### config.mk
export PLATFORM = sky130hd
export DESIGN_NAME = led_matrix_pwm_pulse_scanner
export DESIGN_NICKNAME = d
export VERILOG_FILES = /design/src/rtl/core/lmps_pkg.sv /design/src/rtl/core/led_matrix_pwm_pulse_scanner.sv /design/src/rtl/core/lmps_ram.sv
export VERILOG_INCLUDE_DIRS = /design/src /design/src/rtl/core
export SDC_FILE = /design/constraint.sdc
export NUM_CORES = 1
export LEC_CHECK = 0
export BUFFER_PORTS_ARGS = -buffer_cell sky130_fd_sc_hd__buf_4
export CORE_ASPECT_RATIO = 1.75
export CORE_UTILIZATION = 50
export CTS_CLUSTER_DIAMETER = 120
export DETAILED_ROUTE_END_ITERATION = 7
export PLACE_DENSITY = 0.66
export SYNTH_ARGS = -nofsm -noshare
export SYNTH_HDL_FRONTEND = slang
export SYNTH_SLANG_ARGS = --single-unit
### constraint.sdc
create_clock -name clk -period 18.3 [get_ports clk]
set_input_delay 1.83 -clock clk [delete_from_list [all_inputs] [get_ports clk]]
set_output_delay 1.83 -clock clk [all_outputs]
set_load 0.03 [all_outputs]
### src/rtl/core/led_matrix_pwm_pulse_scanner_assert.svh
// Assertion macros shared by the scanner RTL.
`ifndef LED_MATRIX_PWM_PULSE_SCANNER_ASSERT_SVH
`define LED_MATRIX_PWM_PULSE_SCANNER_ASSERT_SVH

// Same-cycle implication, sampled on clk, off during reset.
`define LMPS_ASSERT_NOW(label, ante, cons, msg) \
	label: assert property (@(posedge clk) disable iff (!arst_n) (ante) |-> (cons)) \
		else $error(msg);

// Next-cycle implication, sampled on clk, off during reset.
`define LMPS_ASSERT_NEXT(label, ante, cons, msg) \
	label: assert property (@(posedge clk) disable iff (!arst_n) (ante) |=> (cons)) \
		else $error(msg);

`endif

### src/rtl/core/lmps_pkg.sv
// Types, codes and the PWM threshold table of the LED matrix scanner.
package lmps_pkg;

	localparam logic [1:0] MODE_WRITE   = 2'd0;
	localparam logic [1:0] MODE_PULSE   = 2'd1;
	localparam logic [1:0] MODE_REFRESH = 2'd2;

	localparam logic [7:0] PULSE_THRESHOLD = 8'd40;
	localparam logic [5:0] PWM_LAST_STEP   = 6'd40;
	localparam logic [7:0] PULSE_PEAK_RST  = 8'd40;

	typedef struct packed {
		logic [1:0] mode;
		logic [2:0] pixel_column;
		logic [2:0] pixel_row;
		logic [7:0] level;
	} in_item_t;

	typedef struct packed {
		logic [2:0] column_index;
		logic [7:0] row_pattern;
	} out_item_t;

	typedef enum logic [1:0] {
		ST_IDLE,
		ST_REBUILD,
		ST_FLUSH,
		ST_REFRESH
	} state_t;

	// Scrambled threshold per PWM step; one value appears twice.
	function automatic logic [5:0] pwm_threshold(input logic [5:0] step);
		logic [5:0] thr;
		case (step)
			6'd0:  thr = 6'd0;
			6'd1:  thr = 6'd20;
			6'd2:  thr = 6'd12;
			6'd3:  thr = 6'd32;
			6'd4:  thr = 6'd6;
			6'd5:  thr = 6'd26;
			6'd6:  thr = 6'd23;
			6'd7:  thr = 6'd36;
			6'd8:  thr = 6'd3;
			6'd9:  thr = 6'd16;
			6'd10: thr = 6'd29;
			6'd11: thr = 6'd9;
			6'd12: thr = 6'd24;
			6'd13: thr = 6'd4;
			6'd14: thr = 6'd34;
			6'd15: thr = 6'd14;
			6'd16: thr = 6'd40;
			6'd17: thr = 6'd21;
			6'd18: thr = 6'd1;
			6'd19: thr = 6'd37;
			6'd20: thr = 6'd7;
			6'd21: thr = 6'd11;
			6'd22: thr = 6'd31;
			6'd23: thr = 6'd7;
			6'd24: thr = 6'd27;
			6'd25: thr = 6'd35;
			6'd26: thr = 6'd15;
			6'd27: thr = 6'd25;
			6'd28: thr = 6'd5;
			6'd29: thr = 6'd30;
			6'd30: thr = 6'd10;
			6'd31: thr = 6'd22;
			6'd32: thr = 6'd39;
			6'd33: thr = 6'd2;
			6'd34: thr = 6'd19;
			6'd35: thr = 6'd33;
			6'd36: thr = 6'd13;
			6'd37: thr = 6'd28;
			6'd38: thr = 6'd8;
			6'd39: thr = 6'd18;
			6'd40: thr = 6'd38;
			default: thr = 6'd0;
		endcase
		return thr;
	endfunction

endpackage

### src/rtl/core/led_matrix_pwm_pulse_scanner.sv
// Top level of the column-scanned LED matrix PWM and pulse controller.
//
// One item is taken at a time. A pixel write goes to the pixel store when
// accepted; a refresh reads the shown word, then does the threshold compare
// into the output register, held up only while the previous result still
// waits. A pulse step, ended by a flush state, walks the pixel store, which
// has one read port, one pixel a cycle to rebuild the shown store, one word
// per column. Both stores are cleared at reset through per-entry valid flags,
// so no clearing pass is needed. The pulse_peak register is written through
// the cfg channel, which is always ready.
module led_matrix_pwm_pulse_scanner #(
	parameter int COLUMNS = 5,
	parameter int ROWS    = 7
) (
	input  logic                clk,
	input  logic                arst_n,
	input  logic                in_valid,
	output logic                in_ready,
	input  lmps_pkg::in_item_t  in_item,
	output logic                out_valid,
	input  logic                out_ready,
	output lmps_pkg::out_item_t out_item,
	input  logic                cfg_valid,
	output logic                cfg_ready,
	input  logic [7:0]          cfg_data
);

	import lmps_pkg::*;

	localparam int PIX_DEPTH = COLUMNS * 8;
	localparam int PIX_AW    = $clog2(PIX_DEPTH);
	localparam int SHW_AW    = (COLUMNS > 1) ? $clog2(COLUMNS) : 1;
	localparam int ROW_IW    = (ROWS > 1) ? $clog2(ROWS) : 1;
	localparam int SHW_W     = ROWS * 8;
	localparam logic [2:0] LAST_COL = 3'(COLUMNS - 1);
	localparam logic [2:0] LAST_ROW = 3'(ROWS - 1);

	state_t state_q, state_d;

	logic [7:0] pulse_peak_q;
	logic [7:0] pulse_lvl_q;
	logic       pulse_rise_q;
	logic [5:0] pwm_step_q;
	logic [2:0] scan_col_q;

	logic [2:0] col_q;
	logic [2:0] row_q;

	logic                    reb_s1;
	logic [2:0]              col_s1;
	logic [2:0]              row_s1;
	logic                    pix_vld_s1;
	logic                    shw_vld_s1;
	logic [ROWS-1:0][7:0]    asm_q;

	logic [PIX_DEPTH-1:0]    pix_vld_q;
	logic [COLUMNS-1:0]      shw_vld_q;

	logic                    out_valid_q;
	out_item_t               out_item_q;

	logic in_xfer;
	logic wr_pixel;
	logic wr_in_range;
	logic pulse_go;
	logic refresh_go;
	logic reb_issue;
	logic reb_last;
	logic out_load;

	logic [PIX_AW-1:0] pix_wr_addr;
	logic [PIX_AW-1:0] pix_rd_addr;
	logic [7:0]        pix_rd_data;
	logic [7:0]        pix_val;
	logic [7:0]        shown_val;
	logic [ROWS-1:0][7:0] shw_word;
	logic              shw_wr_en;
	logic [SHW_W-1:0]  shw_rd_data;
	logic [SHW_W-1:0]  shw_data;
	logic [7:0]        row_pat;
	logic [7:0]        thr;

	logic [7:0] pulse_lvl_d;
	logic       pulse_rise_d;

	assign cfg_ready   = 1'b1;
	assign in_xfer     = in_valid && in_ready;
	assign wr_in_range = ({1'b0, in_item.pixel_column} < 4'(COLUMNS))
		&& ({1'b0, in_item.pixel_row} < 4'(ROWS));
	assign wr_pixel    = in_xfer && (in_item.mode == MODE_WRITE) && wr_in_range;
	assign pulse_go    = in_xfer && (in_item.mode == MODE_PULSE);
	assign refresh_go  = in_xfer && (in_item.mode == MODE_REFRESH);
	assign reb_last    = (col_q == LAST_COL) && (row_q == LAST_ROW);

	// Next state
	always_comb begin
		state_d = state_q;
		case (state_q)
			ST_IDLE: begin
				if (pulse_go) begin
					state_d = ST_REBUILD;
				end else if (refresh_go) begin
					state_d = ST_REFRESH;
				end
			end
			ST_REBUILD: begin
				if (reb_last) begin
					state_d = ST_FLUSH;
				end
			end
			ST_FLUSH: state_d = ST_IDLE;
			ST_REFRESH: begin
				if (!out_valid_q || out_ready) begin
					state_d = ST_IDLE;
				end
			end
			default: state_d = ST_IDLE;
		endcase
	end

	// State outputs
	always_comb begin
		in_ready  = 1'b0;
		reb_issue = 1'b0;
		out_load  = 1'b0;
		case (state_q)
			ST_IDLE:    in_ready  = 1'b1;
			ST_REBUILD: reb_issue = 1'b1;
			ST_FLUSH:   in_ready  = 1'b0;
			ST_REFRESH: out_load  = !out_valid_q || out_ready;
			default:    in_ready  = 1'b0;
		endcase
	end

	// Triangle-wave step of the pulse level
	always_comb begin
		if (pulse_rise_q) begin
			pulse_lvl_d  = (pulse_lvl_q == 8'hFF) ? pulse_lvl_q : pulse_lvl_q + 8'd1;
			pulse_rise_d = !(pulse_lvl_d >= pulse_peak_q);
		end else begin
			pulse_lvl_d  = (pulse_lvl_q == 8'd0) ? pulse_lvl_q : pulse_lvl_q - 8'd1;
			pulse_rise_d = (pulse_lvl_d <= 8'd1);
		end
	end

	always_ff @(posedge clk or negedge arst_n) begin
		if (!arst_n) begin
			state_q      <= ST_IDLE;
			pulse_peak_q <= PULSE_PEAK_RST;
			pulse_lvl_q  <= '0;
			pulse_rise_q <= 1'b1;
			pwm_step_q   <= '0;
			scan_col_q   <= '0;
			col_q        <= '0;
			row_q        <= '0;
			reb_s1       <= 1'b0;
			pix_vld_q    <= '0;
			shw_vld_q    <= '0;
			out_valid_q  <= 1'b0;
		end else begin
			state_q <= state_d;
			if (cfg_valid && cfg_ready) begin
				pulse_peak_q <= cfg_data;
			end
			if (pulse_go) begin
				pulse_lvl_q  <= pulse_lvl_d;
				pulse_rise_q <= pulse_rise_d;
				col_q        <= '0;
				row_q        <= '0;
			end
			if (reb_issue) begin
				if (row_q == LAST_ROW) begin
					row_q <= '0;
					col_q <= col_q + 3'd1;
				end else begin
					row_q <= row_q + 3'd1;
				end
			end
			reb_s1 <= reb_issue;
			if (wr_pixel) begin
				pix_vld_q[pix_wr_addr] <= 1'b1;
			end
			if (shw_wr_en) begin
				shw_vld_q[col_s1[SHW_AW-1:0]] <= 1'b1;
			end
			if (out_load) begin
				pwm_step_q <= (pwm_step_q >= PWM_LAST_STEP) ? 6'd0 : pwm_step_q + 6'd1;
				scan_col_q <= (scan_col_q == LAST_COL) ? 3'd0 : scan_col_q + 3'd1;
			end
			if (out_load) begin
				out_valid_q <= 1'b1;
			end else if (out_ready) begin
				out_valid_q <= 1'b0;
			end
		end
	end

	// Rebuild pipeline payload and column word assembly
	always_ff @(posedge clk) begin
		col_s1     <= col_q;
		row_s1     <= row_q;
		pix_vld_s1 <= pix_vld_q[pix_rd_addr];
		if (refresh_go) begin
			shw_vld_s1 <= shw_vld_q[scan_col_q[SHW_AW-1:0]];
		end
		if (reb_s1) begin
			asm_q <= shw_word;
		end
		if (out_load) begin
			out_item_q.column_index <= scan_col_q;
			out_item_q.row_pattern  <= row_pat;
		end
	end

	assign pix_wr_addr = PIX_AW'({in_item.pixel_column, in_item.pixel_row});
	assign pix_rd_addr = PIX_AW'({col_q, row_q});

	lmps_ram #(
		.WIDTH (8),
		.DEPTH (PIX_DEPTH),
		.AW    (PIX_AW)
	) u_pixel_ram (
		.clk     (clk),
		.wr_en   (wr_pixel),
		.wr_addr (pix_wr_addr),
		.wr_data (in_item.level),
		.rd_en   (reb_issue),
		.rd_addr (pix_rd_addr),
		.rd_data (pix_rd_data)
	);

	// Never-written pixels read as zero
	assign pix_val   = pix_vld_s1 ? pix_rd_data : 8'd0;
	assign shown_val = (pix_val > PULSE_THRESHOLD) ? pulse_lvl_q : pix_val;

	always_comb begin
		shw_word = (row_s1 == 3'd0) ? '0 : asm_q;
		shw_word[row_s1[ROW_IW-1:0]] = shown_val;
	end

	assign shw_wr_en = reb_s1 && (row_s1 == LAST_ROW);

	lmps_ram #(
		.WIDTH (SHW_W),
		.DEPTH (COLUMNS),
		.AW    (SHW_AW)
	) u_shown_ram (
		.clk     (clk),
		.wr_en   (shw_wr_en),
		.wr_addr (col_s1[SHW_AW-1:0]),
		.wr_data (shw_word),
		.rd_en   (refresh_go),
		.rd_addr (scan_col_q[SHW_AW-1:0]),
		.rd_data (shw_rd_data)
	);

	assign shw_data = shw_vld_s1 ? shw_rd_data : '0;
	assign thr      = {2'b00, pwm_threshold(pwm_step_q)};

	// Light each row whose shown level exceeds this step's threshold
	always_comb begin
		row_pat = '0;
		for (int r = 0; r < ROWS; r++) begin
			row_pat[r] = thr < shw_data[r*8 +: 8];
		end
	end

	assign out_valid = out_valid_q;
	assign out_item  = out_item_q;

`include "led_matrix_pwm_pulse_scanner_assert.svh"

	`LMPS_ASSERT_NEXT(a_refresh_loads, (state_q == ST_REFRESH) && out_load, out_valid_q && (state_q == ST_IDLE), "refresh did not deliver a result")
	`LMPS_ASSERT_NOW(a_scan_in_range, 1'b1, ({1'b0, scan_col_q} < 4'(COLUMNS)) && (pwm_step_q <= PWM_LAST_STEP), "scan column or PWM step out of range")
	`LMPS_ASSERT_NOW(a_rebuild_owned, reb_s1, (state_q == ST_REBUILD) || (state_q == ST_FLUSH), "rebuild data outside a pulse step")
	`LMPS_ASSERT_NEXT(a_flush_ends, state_q == ST_FLUSH, (state_q == ST_IDLE) && !reb_s1, "pulse step did not finish after flush")

endmodule

### src/rtl/core/lmps_ram.sv
// Generic single-write, single-read RAM with registered read data.
module lmps_ram #(
	parameter int WIDTH = 8,
	parameter int DEPTH = 8,
	parameter int AW    = (DEPTH > 1) ? $clog2(DEPTH) : 1
) (
	input  logic             clk,
	input  logic             wr_en,
	input  logic [AW-1:0]    wr_addr,
	input  logic [WIDTH-1:0] wr_data,
	input  logic             rd_en,
	input  logic [AW-1:0]    rd_addr,
	output logic [WIDTH-1:0] rd_data
);

	logic [WIDTH-1:0] mem_q [DEPTH];
	logic [WIDTH-1:0] rd_data_q;

	always_ff @(posedge clk) begin
		if (wr_en) begin
			mem_q[wr_addr] <= wr_data;
		end
		// Hold the last read word while no read is issued.
		if (rd_en) begin
			rd_data_q <= mem_q[rd_addr];
		end
	end

	assign rd_data = rd_data_q;

endmodule
== After elaboration in Yosys (flattened, before gate mapping) ==
Memories as Yosys holds them, arrays and structs flattened. A register that Yosys moved wholly into a read port is not among the register bits.
Cells that the tools add are included.

* Bits in registers: 155
* Bits in read-only memories: 384
* Memories: 3
* Memory bits (writable): 600

* Muxes and demuxes: 41
* Reductions and logical operators: 21
* Bitwise gates (word level): 2
* Eq/ne operators: 13
* Add/subtract/negate cells: 6
* $lt $le $gt $ge: 21

{| class="wikitable"
|+ Memories
! memory !! depth !! bits a word !! rd ports !! clocked after Yosys merged registers in !! write ports !! line !! source
|-
| (no name shown) || 64 || 6 || 1 || 0 || 0 || lmps_pkg.sv:34 || <nowiki>case (step)</nowiki>
|-
| u_pixel_ram.mem_q || 40 || 8 || 1 || 1 || 1 || lmps_ram.sv:16 || <nowiki>logic [WIDTH-1:0] mem_q [DEPTH];</nowiki>
|-
| u_shown_ram.mem_q || 5 || 56 || 1 || 1 || 1 || lmps_ram.sv:16 ||
|}

{| class="wikitable"
|+ Operators by type and width
! operator !! count
|-
| 56-bit two-way mux || 2
|-
| 56-bit bitwise mux || 1
|-
| 6-bit by 8-bit less-than comparator with 1-bit output || 7
|-
| 8-bit two-way mux || 6
|-
| 40-bit bitwise OR || 1
|-
| 8-bit demux with 3-bit select || 1
|-
| 3-bit two-way mux || 7
|-
| 6-bit by 7-bit less-than comparator with 1-bit output, second input constant || 2
|-
| 1-bit two-way mux || 14
|-
| 3-bit equality test, second input constant || 4
|-
| 3-bit by 4-bit less-than comparator with 1-bit output, second input constant || 3
|-
| 1-bit logical AND || 11
|-
| 3-bit by 1-bit adder with 3-bit output, second input constant || 3
|-
| 8-bit by 1-bit adder with 8-bit output, second input constant || 1
|-
| 8-bit equality test, second input constant || 1
|-
| 8-bit >= comparator || 1
|-
| 8-bit by 6-bit greater-than comparator with 1-bit output, second input constant || 1
|-
| 8-bit by 1-bit <= comparator with 1-bit output, second input constant || 1
|-
| 8-bit logical NOT || 1
|-
| 2-bit two-way mux || 4
|-
| 2-bit one-hot mux with 4 select lines || 1
|-
| 8-bit by 1-bit subtractor with 8-bit output, second input constant || 1
|-
| 6-bit by 1-bit adder with 6-bit output, second input constant || 1
|-
| 1-bit binary-select mux with 6-bit select || 1
|-
| 19 further kinds || 28
|}

== Longest topological paths before layout ==
Gate-level depths: netlist of run 1.

* Depth after elaboration: 7
* Depth in mapped cells: 13

== Modules after synthesis ==
From an unflattened synthesis of run 1, not the netlist that was laid out.

* Cells, all modules: 2281
* Area, all modules: 34976.0 sq um

{| class="wikitable"
|+ Modules (own cells, without submodules)
! module !! area each (sq um) !! times used !! cells each !! seq. area each (sq um)
|-
| lmps_ram at u_pixel_ram || 13073.8 || 1 || 696 || 9849.4
|-
| lmps_ram at u_shown_ram || 12973.7 || 1 || 662 || 10089.7
|-
| led_matrix_pwm_pulse_scanner || 8928.6 || 1 || 923 || 4182.8
|}

== Worst setup path after synthesis of run 1 ==
No wires, ideal clock.

* Path type: reg2reg
* Start: register reb_s1
* End: register shw_vld_q[4]
* Cell stages (with the launch flop): 4
* Data required time: 18202 ps
* Path slack: 10654 ps
* Setup time: 98 ps
* Arrival: 7548 ps
* Path through: dfrtp_1 -> nand2_1 -> nor4_1 -> or2_2

* Longest elaborated chain between the ends: 1

{| class="wikitable"
|+ Ends and longest elaborated chain
! element !! line !! source
|-
| start, declared || led_matrix_pwm_pulse_scanner.sv:49 || <nowiki>logic reb_s1;</nowiki>
|-
| start signal, assigned || led_matrix_pwm_pulse_scanner.sv:179 || <nowiki>reb_s1 <= reb_issue;</nowiki>
|-
| 1-bit logical AND || led_matrix_pwm_pulse_scanner.sv:241 || <nowiki>assign shw_wr_en = reb_s1 && (row_s1 == LAST_ROW);</nowiki>
|-
| end signal, assigned || led_matrix_pwm_pulse_scanner.sv:158 || <nowiki>shw_vld_q <= '0;</nowiki>
|-
| end signal, assigned by index || led_matrix_pwm_pulse_scanner.sv:184 || <nowiki>shw_vld_q[col_s1[SHW_AW-1:0]] <= 1'b1;</nowiki>
|-
| end, declared || led_matrix_pwm_pulse_scanner.sv:57 || <nowiki>logic [COLUMNS-1:0] shw_vld_q;</nowiki>
|}

Every way passes these cells.
A chain may end at the register's enable or synchronous reset.

== Final worst setup path of run 1 ==
* Start: register pwm_step_q[0]
* End: register out_item_q (netlist bit out_item[4]), data pin

* Longest elaborated chain between the ends: 2

{| class="wikitable"
|+ Ends and longest elaborated chain
! element !! line !! source
|-
| start, declared || led_matrix_pwm_pulse_scanner.sv:43 || <nowiki>logic [5:0] pwm_step_q;</nowiki>
|-
| start signal, assigned || led_matrix_pwm_pulse_scanner.sv:187 || <nowiki>pwm_step_q <= (pwm_step_q >= PWM_LAST_STEP) ? 6'd0 : pwm_step_q + 6'd1;</nowiki>
|-
| memory read 64 x 6 bit || n/a ||
|-
| 6-bit by 8-bit less-than comparator with 1-bit output || led_matrix_pwm_pulse_scanner.sv:264 || <nowiki>row_pat[r] = thr < shw_data[r*8 +: 8];</nowiki>
|-
| via row_pat[4] || led_matrix_pwm_pulse_scanner.sv:80 || <nowiki>logic [7:0] row_pat;</nowiki>
|-
| end, declared || led_matrix_pwm_pulse_scanner.sv:60 || <nowiki>out_item_t out_item_q;</nowiki>
|}

The timed path passes the listed nets, and every way through them passes these cells.

==> impl_metrics.toml, run 1 <==
[synth]
synth_top_area_cell = "edfxtp_1"
ys_async_sr_fraction_pct = 9.89
synth-main-ff-cell = "edfxtp_1"
synth_area_sq_um = 33500
synth_cell_types = 69
synthCells = 1941
yosysWarnings = 0
synth-edff-count = 731
synth_area_leaders = "edfxtp_1 (66%), mux4_2 (9.2%), dfrtp_1 (5.8%), mux2_2 (2.3%), ha_1 (2.2%)"
ys_seq_area_share_pct = 72.0
synth_area_per_cell_sq_um = 17.3
netlist.area_leader.share_pct = 65.5
ys_seq_elements = 819

[die]
die_area_sq_um = 68100
pin_count = 43
coreArea_sq_um = 66300
rows = 125
fp.dieH_um = 344
start_util_pct = 50.5
die_w_um = 198

[place]
post-place-ws_ns = 14.01
place_area_sq_um = 34900
post-dp-hpwl_mm = 46.9
gp_congestion = 0.878
io_buffer_count = 40
place_inst = 2844

[grt]
grt_pass1_wl_mm = 112
track_usage_pct = 22.7
grt_max_degree = 63
grt_pass1_vias = 18300
antenna_found_initial = 1
grt-ovfl-total = 0

[clock_network]
cts_setup_buffers = 0
cts_tree = "built"
postCtsHoldBufs = 0
clock_path_buffers = 3
cts.repair.resized = 0
clkSinkCount = 819
clk_pin_slew_ns = 0.07
root_buffer = "clkbuf_16"
cts_inserted_buffers = 74
htreeDepth = 3
clk_latency_ns = 0.62

[worst_setup_path]
cp-end-kind = "flop"
reg2reg_from = "pwm_step_q[0]"
path_max_fanout = 10
crit_arrival_ns = 4.09
cp_data_required_time_ns = 18.67
startpoint = "pwm_step_q[0]"
critPathKind = "reg -> reg"
critPathLaunchType = "flop"

[power_and_ir_drop]
power_leakage_nw = 12.7
power_density_nw_per_um2 = 149
ir_drop_mv = 0.137
power_mw = 5.59

[sta]
setup_viol = 0
hold_ws_ns = 0.379
slew_violations = 0
period_share_pct = 20.3
fin_crit_ns = 3.72
fin_setup_tns_ns = 0
rsz0062_at_grt = "false"
worstMarginPinSlew_ns = 1.26
finClkSkew_ns = 0.0227
hold_viol_final = 0
fin_ws_ns = 14.58
fmax_mhz = 269
relSlewSlack_pct = 15.6

[finish]
nNetsFinal = 2120
drive_gt1_share_pct = 21.0
syn_to_final_growth_pct = 11.8
stdcell_count = 2982
final_cell_mix = "edfxtp_1 (731), nand2_1 (155), mux4_2 (137)"
finalCoreUtilization_pct = 56.5
design_area_sq_um = 37400
mostFrequentLayoutCell = "edfxtp_1"

[drt]
wl_per_cell_um = 25.0
drcViolationCount = 0
avgViaCountPerCell = 5.84
drt_iter0_markers = 1363
drtAntennaViolNets = 0
vias = 17400
wl_mm = 74.7
dr.pass1.iters = 6

[flow_run]
maxCapViolCount = 0

[min_path]
min_from = "pix_vld_q[15]"
min_path_type = "reg -> reg"

[run_status]
status = "complete, no violations"
logic make-up (layout without fill, tap and decap cells):
kind of cell	Yosys count	count (layout)	share of synthesized area, %
multiplexers	256	256	13.0
buffers and inverters	129	240	1.70
AO/OA/AOI/OAI	284	284	5.15
flip-flops	819	819	72.0
AND/OR/NAND/NOR	383	383	5.63
other	2	43	0.0224
XOR/XNOR	8	8	0.209
adder cells (fa/ha/maj)	60	60	2.24
sequential cells by signal, summed over array words and instances (netlist names), 5 cells and up:
signal               flops
pwm_step_q               6
out_item                10
pulse_lvl_q              8
asm_q                   56
u_pixel_ram.mem_q      320
pulse_peak_q             8
u_pixel_ram.rd_data      8
u_shown_ram.rd_data     56
u_shown_ram.mem_q      280
shw_vld_q                5
pix_vld_q               40
cell type report:
type | instances | area [sq um]
inverters | 36 | 135
repair buffers | 67 | 503
flip-flops and latches | 819 | 24100
clock inverters | 43 | 499
diodes | 1 | 2.50
multi-input cells | 1033 | 8980
well taps | 889 | 1110
clock buffers | 94 | 2060
fillers | 5169 | 28900
synthesized netlist by cell type, types with 23 or more instances:
library cell  number
a211oi_1          23
a21oi_1           41
clkbuf_1          55
dfrtp_1           78
edfxtp_1         731
ha_1              60
inv_1             31
mux2_2            67
mux2i_1           52
mux4_2           137
nand2_1          155
nor2_1            76
o21ai_0          135
or2_1             29
worst max-delay path, stage by stage (launching register included):
cell and delay [ns]:
dfrtp_1 0.51, inv_1 0.28, ha_1 0.31, inv_1 0.06, mux4_2 0.46, nand2_1 0.08
o21ai_0 0.10, o22ai_1 0.17, buf_4 0.28, ha_1 0.28, o21a_1 0.19, o211ai_1 0.20
o21ai_0 0.12, o21ai_0 0.39
where the power goes:
group	switching (mW)	internal (mW)
clock network	0.686	0.936
registers	0.143	2.33
logic	0.876	0.619
total	1.71	3.88
final timing paths:
check,endpoint,slack (ns),depth (start not counted)
max,out_item[4],14.58,13
min,pix_vld_q[15],0.38,0
max reg2reg,out_item[4],14.58,13
min reg2reg,pix_vld_q[15],0.38,0
max in group asynchronous,scan_col_q[0],15.78,2
min in group asynchronous,pix_vld_q[22],1.19,1
per-layer routing:
| metal | global-route usage, % | routed length (um) | vias to the layer above |
|---|---|---|---|
| met3 | 2.81 | 2800 | 154 |
| li1 | - | - | 7767 |
| met1 | 24.7 | 26800 | 9034 |
| met5 | 0 | 0 | - |
| met4 | 9.63 | 2780 | 0 |
| met2 | 43.6 | 42300 | 474 |
(Power assumes the default switching activity.)
==> run 2: changes to the inputs <==
==> constraint.sdc (replaced) <==
create_clock -name clk -period 3.7 [get_ports clk]
set_input_delay 0.37 -clock clk [delete_from_list [all_inputs] [get_ports clk]]
set_output_delay 0.37 -clock clk [all_outputs]
set_load 0.03 [all_outputs]
==> impl_metrics.toml, run 2 (synthesis gave the netlist of run 1 again) <==
[drt]
drt_iter0_markers = 1215
wl_mm = 74.5
dr.pass1.iters = 5
vias = 17500
wl_per_cell_um = 24.5
drtAntennaViolNets = 0
avgViaCountPerCell = 5.75
drcViolationCount = 0

[finish]
mostFrequentLayoutCell = "edfxtp_1"
nFillCells = 5144
largest_reg_flops = 320
top_regs = "u_pixel_ram.mem_q: 320 flops, u_shown_ram.mem_q: 280 flops"
syn_to_final_growth_pct = 13.6
drive_gt1_share_pct = 22.3
finalCoreUtilization_pct = 57.4
top_register = "u_pixel_ram.mem_q"
final_cell_mix = "edfxtp_1 (731), nand2_1 (155), mux4_2 (137)"
nNetsFinal = 2185
antenna_cells = 0

[sta]
hold_ws_ns = 0.0326
hold_viol_final = 0
rsz0062_at_grt = "false"
fmax_mhz = 306
worstMarginPinSlew_ns = 0.940
period_share_pct = 88.2
finClkSkew_ns = 0.0169
slew_violations = 0
setup_viol = 0
fin_crit_ns = 3.26
relSlewSlack_pct = 37.4

[clock_network]
cts_setup_buffers = 0
clk_pin_slew_ns = 0.06
clkSinkCount = 819
cts.repair.resized = 0
clk_latency_ns = 0.63
root_buffer = "clkbuf_16"
clock_path_buffers = 3
postCtsHoldBufs = 14
htreeDepth = 3
cts_tree = "built"
cts_inserted_buffers = 73

[die]
start_util_pct = 50.5
fp.dieH_um = 344
rows = 125
coreArea_sq_um = 66300
die_w_um = 198
die_area_sq_um = 68100
pin_count = 43

[place]
gp_congestion = 0.837
io_buffer_count = 40
post-dp-hpwl_mm = 48.7

[min_path]
min_from = "cfg_valid"
hold-path-endpoint = "pulse_peak_q[7]"
holdPathStages = 2
min_path_type = "in -> reg"

[worst_setup_path]
critPathLaunchType = "flop"
reg2regPathDepth = 13
worst-path-buf-inv = 3
cpMostUsedCell = "o21ai_0"
timing.rr.end = "out_item[6]"
cp-end-kind = "flop"
path_max_fanout = 10
cp_top_family = "compound AO/OA/AOI/OAI gates"
critPathKind = "reg -> reg"
crit_arrival_ns = 3.72
cpPeakStageDelay_ns = 0.49
rrSetupSlack_ns = 0.44
slowest_stage = "dfrtp_1"
cp_cell_sequence = "inv_1, ha_1, inv_1, mux4_2, nand2_1, o21ai_0, o22ai_1, buf_4, ha_1, o21a_1, o211ai_1, o21ai_0, o21ai_0"
crit_cells = 13
cp_data_required_time_ns = 4.16
reg2reg_from = "pwm_step_q[0]"

[flow_run]
maxCapViolCount = 0

[grt]
grt-ovfl-total = 0
grt_pass1_wl_mm = 113
grt_max_degree = 60
grt_pass1_vias = 18600
track_usage_pct = 22.7
antenna_found_initial = 0

[power_and_ir_drop]
ir_drop_mv = 0.468
power_density_nw_per_um2 = 731
power_leakage_nw = 13.0
power_mw = 27.8

[run_status]
status = "complete, no violations"
run 2: cell count changes in the layout (fill, tap and decap cells not counted), sizes merged:
cell	change
buf	+52
bufinv	+2
clkbuf	+4
clkinv	-1
clkinvlp	-5
diode	-1
dlygate4sd3	+14
inv	-3
run 2: final cells by class:
cell class | instances | area, sq um | share of cell area (%)
timing repair buffer | 133 | 1150 | 3.01
multi-input combinational | 1033 | 9000 | 23.7
tap | 889 | 1110 | 2.92
inverter | 36 | 135 | 0.355
clock buffer | 98 | 2050 | 5.38
sequential | 819 | 24100 | 63.4
clock inverter | 36 | 463 | 1.22
run 2: report_power, final:
group	total [mW]	switching, mW	leakage (nW)	internal, mW
clock network	7.98	3.31	1.21	4.67
registers	12.2	0.731	7.81	11.5
logic	7.59	4.32	4.03	3.27
total	27.8	8.36	13.0	19.4
run 2: worst max path at each step:
stage	start	end	slack [ns]
floorplan	reb_s1	u_shown_ram.mem_q[0][0]	-0.38
global placement	pwm_step_q[0]	out_item[4]	0.58
detailed placement	pwm_step_q[0]	out_item[6]	0.48
CTS	pwm_step_q[0]	out_item[6]	0.44
global route	pwm_step_q[0]	out_item[6]	0.19
finish	pwm_step_q[0]	out_item[6]	0.44
run 2: stage by stage:
stage	std cells	TNS [ns]	area, sq um	setup WS (ns)
4_1_cts	3044	0	38000	0.442
3_3_place_gp	2896	0	35400	0.585
3_5_place_dp	2896	0	35400	0.485
2_1_floorplan	1981	-21.40	33700	-0.376
6_report	3044	0	38000	0.435
5_1_grt	3044	0	38000	0.185
run 2: worst reg2reg max path, cell delays in order (launching register included):
cell and delay [ns]:
dfrtp_1 0.49, inv_1 0.26, ha_1 0.29, inv_1 0.05, mux4_2 0.44, nand2_1 0.08
o21ai_0 0.10, o22ai_1 0.17, buf_4 0.24, ha_1 0.26, o21a_1 0.18, o211ai_1 0.20
o21ai_0 0.12, o21ai_0 0.22
run 2: per-layer routing:
layer | global-route usage (%) | up-vias | share of wire [%]
li1 | - | 7879 | -
met1 | 24.0 | 9044 | 35
met2 | 43.8 | 408 | 57
met3 | 2.40 | 165 | 3.0
met4 | 12.2 | 0 | 4.9
met5 | 0 | - | 0
==> run 3: changes to the inputs <==
==> constraint.sdc (replaced) <==
create_clock -name clk -period 3.7 [get_ports clk]
set_input_delay 0.555 -clock clk [delete_from_list [all_inputs] [get_ports clk]]
set_output_delay 0.555 -clock clk [all_outputs]
set_load 0.03 [all_outputs]
==> impl_metrics.toml, run 3 (synthesis gave the netlist of run 1 again) <==
[run_status]
status = "complete, no violations"

[die]
die_w_um = 198
pin_count = 43
rows = 125
die_area_sq_um = 68100
start_util_pct = 50.5
fp.dieH_um = 344
coreArea_sq_um = 66300

[flow_run]
maxCapViolCount = 0

[sta]
rsz0062_at_grt = "false"
fin_setup_tns_ns = 0
fin_ws_ns = 0.343
finClkSkew_ns = 0.0185
slew_violations = 0
relSlewSlack_pct = 33.0
hold_viol_final = 0
fmax_mhz = 298
period_share_pct = 90.7
fin_crit_ns = 3.36
setup_viol = 0
worstMarginPinSlew_ns = 1.00

[drt]
drcViolationCount = 0
wl_mm = 73.7
avgViaCountPerCell = 5.78
drt_iter0_markers = 1395
vias = 17400
dr.pass1.iters = 5
wl_per_cell_um = 24.4
drtAntennaViolNets = 0

[place]
place_area_sq_um = 35300
gp_congestion = 0.870
post-dp-hpwl_mm = 48.2
place_inst = 2887
io_buffer_count = 40
post-place-ws_ns = 0.419

[clock_network]
clkSinkCount = 819
htreeDepth = 3
clk_pin_slew_ns = 0.06
cts_inserted_buffers = 71
cts_tree = "built"
cts.repair.resized = 0
clock_path_buffers = 3
clk_latency_ns = 0.61
cts_setup_buffers = 0
root_buffer = "clkbuf_16"
postCtsHoldBufs = 0

[worst_setup_path]
worst-path-buf-inv = 1
rrSetupSlack_ns = 0.34
cpPeakStageDelay_ns = 0.79
timing.rr.end = "out_item[6]"
crit_arrival_ns = 3.69
reg2regPathDepth = 9
slowest_stage = "o22ai_1"
cp_data_required_time_ns = 4.03
crit_cells = 9
endpoint = "out_item[6]"
cp_cell_sequence = "inv_1, ha_1, o21ai_0, a31oi_1, o22ai_1, ha_1, o211ai_1, a211oi_1, o21ai_0"
cp-end-kind = "flop"
reg2reg_from = "pwm_step_q[0]"
cp_top_family = "compound AO/OA/AOI/OAI gates"
critPathLaunchType = "flop"
critPathKind = "reg -> reg"
startpoint = "pwm_step_q[0]"
path_max_fanout = 10

[power_and_ir_drop]
power_leakage_nw = 12.9
p_int_mw = 19.0
sw_frac_of_total_pct = 30.2
power_density_nw_per_um2 = 722
p_sw_mw = 8.20
p_clk_share_pct = 27.5
power_mw = 27.2
ir_drop_mv = 0.444
power_frac_seq_pct = 45.1
combPwrFrac_pct = 27.4

[finish]
top_register = "u_pixel_ram.mem_q"
stdcell_count = 3013
nFillCells = 5060
drive_gt1_share_pct = 22.0
top_regs = "u_pixel_ram.mem_q: 320 flops, u_shown_ram.mem_q: 280 flops"
antenna_cells = 0
multiInputGateArea_sq_um = 9000
design_area_sq_um = 37700
largest_reg_flops = 320
mostFrequentLayoutCell = "edfxtp_1"
nNetsFinal = 2160
syn_to_final_growth_pct = 12.4
final_cell_mix = "edfxtp_1 (731), nand2_1 (155), mux4_2 (137)"
regArea_sq_um = 24100

[grt]
grt_pass1_wl_mm = 112
antenna_found_initial = 0
track_usage_pct = 22.4
grt_max_degree = 60
grt-ovfl-total = 0
grt_pass1_vias = 18300

[min_path]
min_path_type = "in -> async"
[run 3: final cells by class]
type	instances	share of cell area, %
Sequential cell	819	64.1
Multi-Input combinational cell	1033	23.9
Clock buffer	94	5.27
Tap cell	889	2.95
Inverter	36	0.359
Clock inverter	32	0.884
Timing Repair Buffer	110	2.52
[run 3: routing by layer]
| metal | GRT usage [%] | up-vias | share of wire, % |
|---|---|---|---|
| met2 | 42.6 | 460 | 56 |
| met5 | 0 | - | 0 |
| li1 | - | 7843 | - |
| met4 | 11.4 | 0 | 4.7 |
| met3 | 2.68 | 152 | 3.8 |
| met1 | 24.2 | 8966 | 35 |
[run 3: worst min-delay path by stage]
stage | from | endpoint | slack [ns] | depth (start not counted)
3_3_place_gp | pix_vld_q[7] | pix_vld_q[7] | 0.36 | 0
6_report | arst_n | pix_vld_q[27] | 0.04 | 1
5_1_grt | arst_n | pix_vld_q[24] | 0.07 | 1
4_1_cts | arst_n | pix_vld_q[24] | 0.03 | 1
2_1_floorplan | arst_n | col_q[0] | 0.26 | 0
3_5_place_dp | pix_vld_q[39] | pix_vld_q[39] | 0.36 | 0
[run 3: stage by stage]
stage | util, % | hold WS (ns)
2_1_floorplan | - | 0.259
3_3_place_gp | 53.3 | 0.360
3_5_place_dp | 53.3 | 0.363
4_1_cts | 56.8 | 0.0349
5_1_grt | 56.8 | 0.0727
6_report | 56.8 | 0.0398
[run 3: power groups by stage]
stage	Clock [mW]	Combinational (mW)	Sequential, mW
after CTS	7.61	7.54	12.3
after global placement	0	7.25	12.4
after detailed placement	0	7.50	12.4
after floorplan	0	5.42	12.0
final	7.48	7.46	12.3
after global routing	7.93	8.15	12.4
